File: src/rtl/core/rhdf_pkg.sv
// Shared types, constants and hash helpers for the record hash dedup filter.
// No dependencies; every rtl/core file refers to it by scoped names.
`timescale 1ns / 1ps

package rhdf_pkg;

  localparam int TABLE_DEPTH_DEF  = 8192;
  localparam int MAX_ELEMENTS_DEF = 512;

  localparam logic [63:0] FNV_BASIS   = 64'hcbf29ce484222325;
  localparam logic [63:0] GOLDEN_STEP = 64'h9e3779b97f4a7c15;

  // Item kinds
  localparam logic ACT_NAME   = 1'b0;
  localparam logic ACT_VECTOR = 1'b1;

  // Result status codes
  localparam logic [1:0] STATUS_NEW      = 2'd0;
  localparam logic [1:0] STATUS_DUP      = 2'd1;
  localparam logic [1:0] STATUS_DISABLED = 2'd2;
  localparam logic [1:0] STATUS_REJECT   = 2'd3;

  // Configuration register index
  localparam logic REG_DEDUPE_ENABLE = 1'b0;

  typedef struct packed {
    logic        action;
    logic [7:0]  name_byte;
    logic [63:0] vector_word;
    logic        last;
  } in_item_t;

  typedef struct packed {
    logic [63:0] record_hash;
    logic [1:0]  status;
  } out_item_t;

  // Fold unit -> control
  typedef struct packed {
    logic [63:0] final_hash;
    logic        bad;
  } fold_status_t;

  // Table unit -> control
  typedef struct packed {
    logic done;
    logic hit;
  } tbl_resp_t;

  // x * 0x100000001b3 mod 2^64, as shifts and adds
  function automatic logic [63:0] fnv_mul(input logic [63:0] x);
    fnv_mul = (x << 40) + (x << 8) + (x << 7) + (x << 5) + (x << 4) + (x << 1) + x;
  endfunction

  function automatic logic [63:0] fnv_fold(input logic [63:0] h, input logic [63:0] op);
    fnv_fold = fnv_mul(h ^ op);
  endfunction

endpackage

File: src/rtl/core/rhdf_fold.sv
// Hash folding unit: operand stage, then the FNV-1a fold of the running hash.
// Depends on rhdf_pkg.
`timescale 1ns / 1ps

module rhdf_fold #(
  parameter int MAX_ELEMENTS = rhdf_pkg::MAX_ELEMENTS_DEF
) (
  input  logic                   clk,
  input  logic                   rst,
  input  logic                   beat,
  input  rhdf_pkg::in_item_t     item,
  input  logic                   clear,
  output rhdf_pkg::fold_status_t fstat
);

  localparam int CNT_W = $clog2(MAX_ELEMENTS + 1);
  localparam logic [CNT_W-1:0] CNT_MAX = CNT_W'(MAX_ELEMENTS);

  logic [63:0]      running_hash;
  logic [CNT_W-1:0] element_count;
  logic [63:0]      index_offset;
  logic             record_error;
  logic             op_valid;
  logic [63:0]      operand;

  always_ff @(posedge clk) begin
    if (rst || clear) begin
      running_hash  <= rhdf_pkg::FNV_BASIS;
      element_count <= '0;
      index_offset  <= '0;
      record_error  <= 1'b0;
      op_valid      <= 1'b0;
    end else begin
      op_valid <= 1'b0;
      if (op_valid) begin
        running_hash <= rhdf_pkg::fnv_fold(running_hash, operand);
      end
      if (beat) begin
        if (item.action == rhdf_pkg::ACT_NAME) begin
          // names come before any vector word; NUL bytes are skipped
          if (element_count != '0) begin
            record_error <= 1'b1;
          end else if (item.name_byte != 8'd0) begin
            op_valid <= 1'b1;
            operand  <= {56'd0, item.name_byte};
          end
        end else begin
          if (element_count >= CNT_MAX) begin
            record_error <= 1'b1;
          end else begin
            op_valid      <= 1'b1;
            operand       <= item.vector_word + index_offset;
            index_offset  <= index_offset + rhdf_pkg::GOLDEN_STEP;
            element_count <= element_count + CNT_W'(1);
          end
        end
      end
    end
  end

  assign fstat.final_hash = (running_hash == 64'd0) ? 64'd1 : running_hash;
  assign fstat.bad        = record_error | (element_count == '0);

endmodule

File: config.mk
export PLATFORM = sky130hd
export DESIGN_NAME = rhdf_fold
export DESIGN_NICKNAME = d
export VERILOG_FILES = /design/src/rtl/core/rhdf_pkg.sv /design/src/rtl/core/rhdf_fold.sv
export SDC_FILE = /design/constraint.sdc
export NUM_CORES = 1
export LEC_CHECK = 0
export ABC_AREA = 1
export BUFFER_PORTS_ARGS = -buffer_cell sky130_fd_sc_hd__buf_2
export CAP_MARGIN = 20
export CORE_UTILIZATION = 45
export DETAILED_ROUTE_END_ITERATION = 8
export PLACE_DENSITY = 0.62
export SLEW_MARGIN = 20
export SYNTH_ARGS = -nofsm -noshare
export SYNTH_HDL_FRONTEND = slang
export SYNTH_SLANG_ARGS = --single-unit
File: constraint.sdc
create_clock -name clk -period 9.2 [get_ports clk]
set_input_delay 0.46 -clock clk [delete_from_list [all_inputs] [get_ports clk]]
set_output_delay 0.46 -clock clk [all_outputs]
set_load 0.01 [all_outputs]
==> metrics.md <==
| Metric | Value |
|---|---|
| Initial antenna violation count | `0` |
| Commonest cells post-synth | `nand2_1 (1279), inv_1 (916), nor2_1 (494), a21oi_1 (314), o21ai_0 (214)` |
| CTS buffer count | `29` |
| DR DRC count | `0` |
| Post-synth EDFFs | `64` |
| Rel. slew slack | `30.9%` |
| CTS clock-pin slew for the worst setup and hold paths | `0.07 ns` |
| Top-count cell post-synth | `nand2_1` |
| Number of vias per cell | `5.18` |
| FP Rows | `91` |
| Die area | `64400 um^2` |
| Starting density of the core | `45.9%` |
| Synth top area share | `16.8%` |
| Syn Area/Cell | `6.21 um^2` |
| Final WL | `109 mm` |
| CP endpoint kind | `flip-flop` |
| Final design utilization | `49.9%` |
| CTS tree | `done` |
| GPL Wtd Cong | `1.03` |
| Die X | `254 um` |
| TNS Setup | `0 ns` |
| Worst Hold Class | `in2reg` |
| Post-synthesis cell area | `28500 um^2` |
| Worst-margin pin slew | `1.03 ns` |
| Setup crit start kind | `flip-flop` |
| Final Max Slew Viols | `0` |
| Die Ht | `254 um` |
| Status | `complete, no violations` |
| I/O pin count | `143` |
| Layout net count | `5151` |
| Max Buffers Root-to-Sink | `3` |
| Synth unique cells | `47` |
| First-pass GRT wire length | `164 mm` |
| Synth Instances | `4599` |
| IO Port Bufs | `141` |
| Largest family of logic cells by synthesized area | `simple AND/OR/NAND/NOR gates` |
| Postcts setup bufs | `0` |
| Max Fclk | `165 MHz` |
| Post-CTS Hold Buffers | `0` |
| Core area | `62200 um^2` |
| Mux cell area share after synthesis | `0%` |
| Drt pass-1 iters | `5` |
| Post-synth top area cell | `nand2_1` |
| Final period utilization | `65.9%` |
| Crit path required time | `9.75 ns` |
| Crit-path max FO | `6` |
| ANT nets after route | `0` |
| Xor and xnor area share after synthesis | `4.42%` |
| GRT Util Overall | `34.2%` |
| Root buffer cell | `clkbuf_16` |
| Post_cts resized | `0` |
| Peak supply drop | `174 uV` |
| Grt total ovfl | `0` |
| Worst skew pair latency | `0.62 ns` |
| Final Hold Viols | `0` |
| Layout Skew | `0.0260 ns` |
| Share of layout cells above drive strength 1 | `6.10%` |
| Final setup violation count | `0` |
| RSZ-0062 raised after global routing | `no` |
| Register area share after synthesis | `16.6%` |
| Detail Placement HPWL | `91.2 mm` |
| Ranking of synthesized cells by area | `nand2_1 (17%), fa_1 (12%), inv_1 (12%)` |
| PnR worst setup slack | `3.13 ns` |
| Setup CP Type | `reg2reg` |
| Simple-gate share of the synthesized area | `31.7%` |
| WL per Instance | `19.6 um` |
| Vias in the first global route | `28.2k` |
| Largest net degree at the start of global routing | `65` |
| CTS Sinks | `204` |
| #FFs+latches synth | `204` |
| Routed vias | `28.7k` |
| Tot Pwr | `7.22 mW` |
| Ys async rst share | `0%` |
| Pleak | `16.4 nW` |
| YS warnings | `0` |
| Syn nets | `5067` |
| Post-synthesis compound-gate area fraction | `11.8%` |
| Max-Cap Viols | `0` |
| # H-tree levels | `1` |
| Min cycle time layout | `6.07 ns` |
| Power Density | `233 nW/um^2` |
| Place WS | `3.31 ns` |
| Main synth FF type | `dfxtp_1` |
| Drt first-iter violations | `2000` |
| Worst EP arrival | `6.62 ns` |
| Adder-Cell Fraction of Synth Area | `21.8%` |
| Area Growth Syn to Fin | `8.72%` |
-- report_power, final --
part	internal (mW)	switching, mW	total, mW
registers	0.955	0.0342	0.989
clock network	0.696	0.505	1.20
logic	1.59	3.44	5.03
-- registers in the layout, indices dropped and copies added (netlist names) --
register	count
index_offset	64
operand	64
running_hash	64
element_count	10
op_valid	1
record_error	1
-- through the flow --
| step | hold WS, ns | cells | cell area, um^2 |
|---|---|---|---|
| 3_5_place_dp | 0.454 | 5489 | 30000 |
| 4_1_cts | 0.115 | 5543 | 31000 |
| 2_1_floorplan | 0.436 | 4599 | 28500 |
| 3_3_place_gp | 0.445 | 5489 | 30000 |
| 6_report | 0.156 | 5544 | 31000 |
| 5_1_grt | 0.155 | 5543 | 31000 |
-- metal layers --
| metal | up-vias | share of wire (%) | GRT usage [%] |
|---|---|---|---|
| met5 | - | 0 | 0 |
| met1 | 13100 | 40 | 39.6 |
| li1 | 14500 | - | - |
| met3 | 296 | 5.1 | 4.02 |
| met2 | 853 | 47 | 59.1 |
| met4 | 0 | 8.1 | 23.3 |
-- placed cells by master, fill, tap and decap left out, types with 8 or more instances in the layout --
cell type  netlist  routed
or2_2           23      23
nand2_1       1279    1279
buf_2            7     141
buf_4            1      22
nor2_1         494     493
inv_2           12      11
inv_1          916     916
xnor2_1         42      42
edfxtp_1        64      64
nand2_2          8       8
nor3_1          62      61
nand3b_1         9       9
nand4_1         42      42
xor2_1         102     101
a31oi_1         11      11
nor2_2          12      12
nor4_1          27      27
a21oi_1        314     314
o21a_1          12      12
nor3b_1          8       8
o21bai_1        46      46
o21ai_0        214     214
nand3_1        211     211
a21o_1          16      16
clkbuf_16        0      29
ha_1           213     213
fa_1           177     177
dfxtp_1        140     139
nor3_2           7       8
-- path summary, 6_finish.rpt --
kind                    from          endpoint  slack, ns  cells after the start
min                 item[65]        operand[0]       0.16                      3
min reg2reg     record_error      record_error       0.46                      2
max          running_hash[0]  running_hash[49]       3.13                     25
max reg2reg  running_hash[0]  running_hash[49]       3.13                     25
-- logic make-up after synthesis --
kind of cell | after synthesis
compound gates | 627
xor+xnor | 144
fa+ha+maj | 390
buf+inv | 1039
flops | 204
simple gates | 2195
-- critical path, stage by stage, from the launching register on --
cell	delay (ns)
dfxtp_1	0.40
xor2_1	0.65
inv_1	0.36
nor2_1	0.27
inv_1	0.08
nand2_1	0.18
xor2_1	0.12
fa_1	0.52
inv_1	0.04
ha_1	0.27
ha_1	0.27
ha_1	0.26
inv_1	0.11
fa_1	0.23
inv_1	0.10
nand3_1	0.08
nand3_1	0.34
nand2_1	0.16
nand2_1	0.12
a21oi_1	0.50
inv_1	0.35
nand2_1	0.17
nand3_1	0.08
nand2_1	0.06
nand3_1	0.15
nand2_1	0.11
-- area by class of cell --
type / count / area, um^2
flip-flops and latches: 204 / 4730
well taps: 837 / 1050
clock buffers: 31 / 733
inverters: 929 / 3490
repair buffers: 163 / 871
fillers: 6713 / 31100
diodes: 1 / 2.50
multi-input cells: 3356 / 19900
clock inverters: 23 / 258
Power figures use the tool's default switching activity.
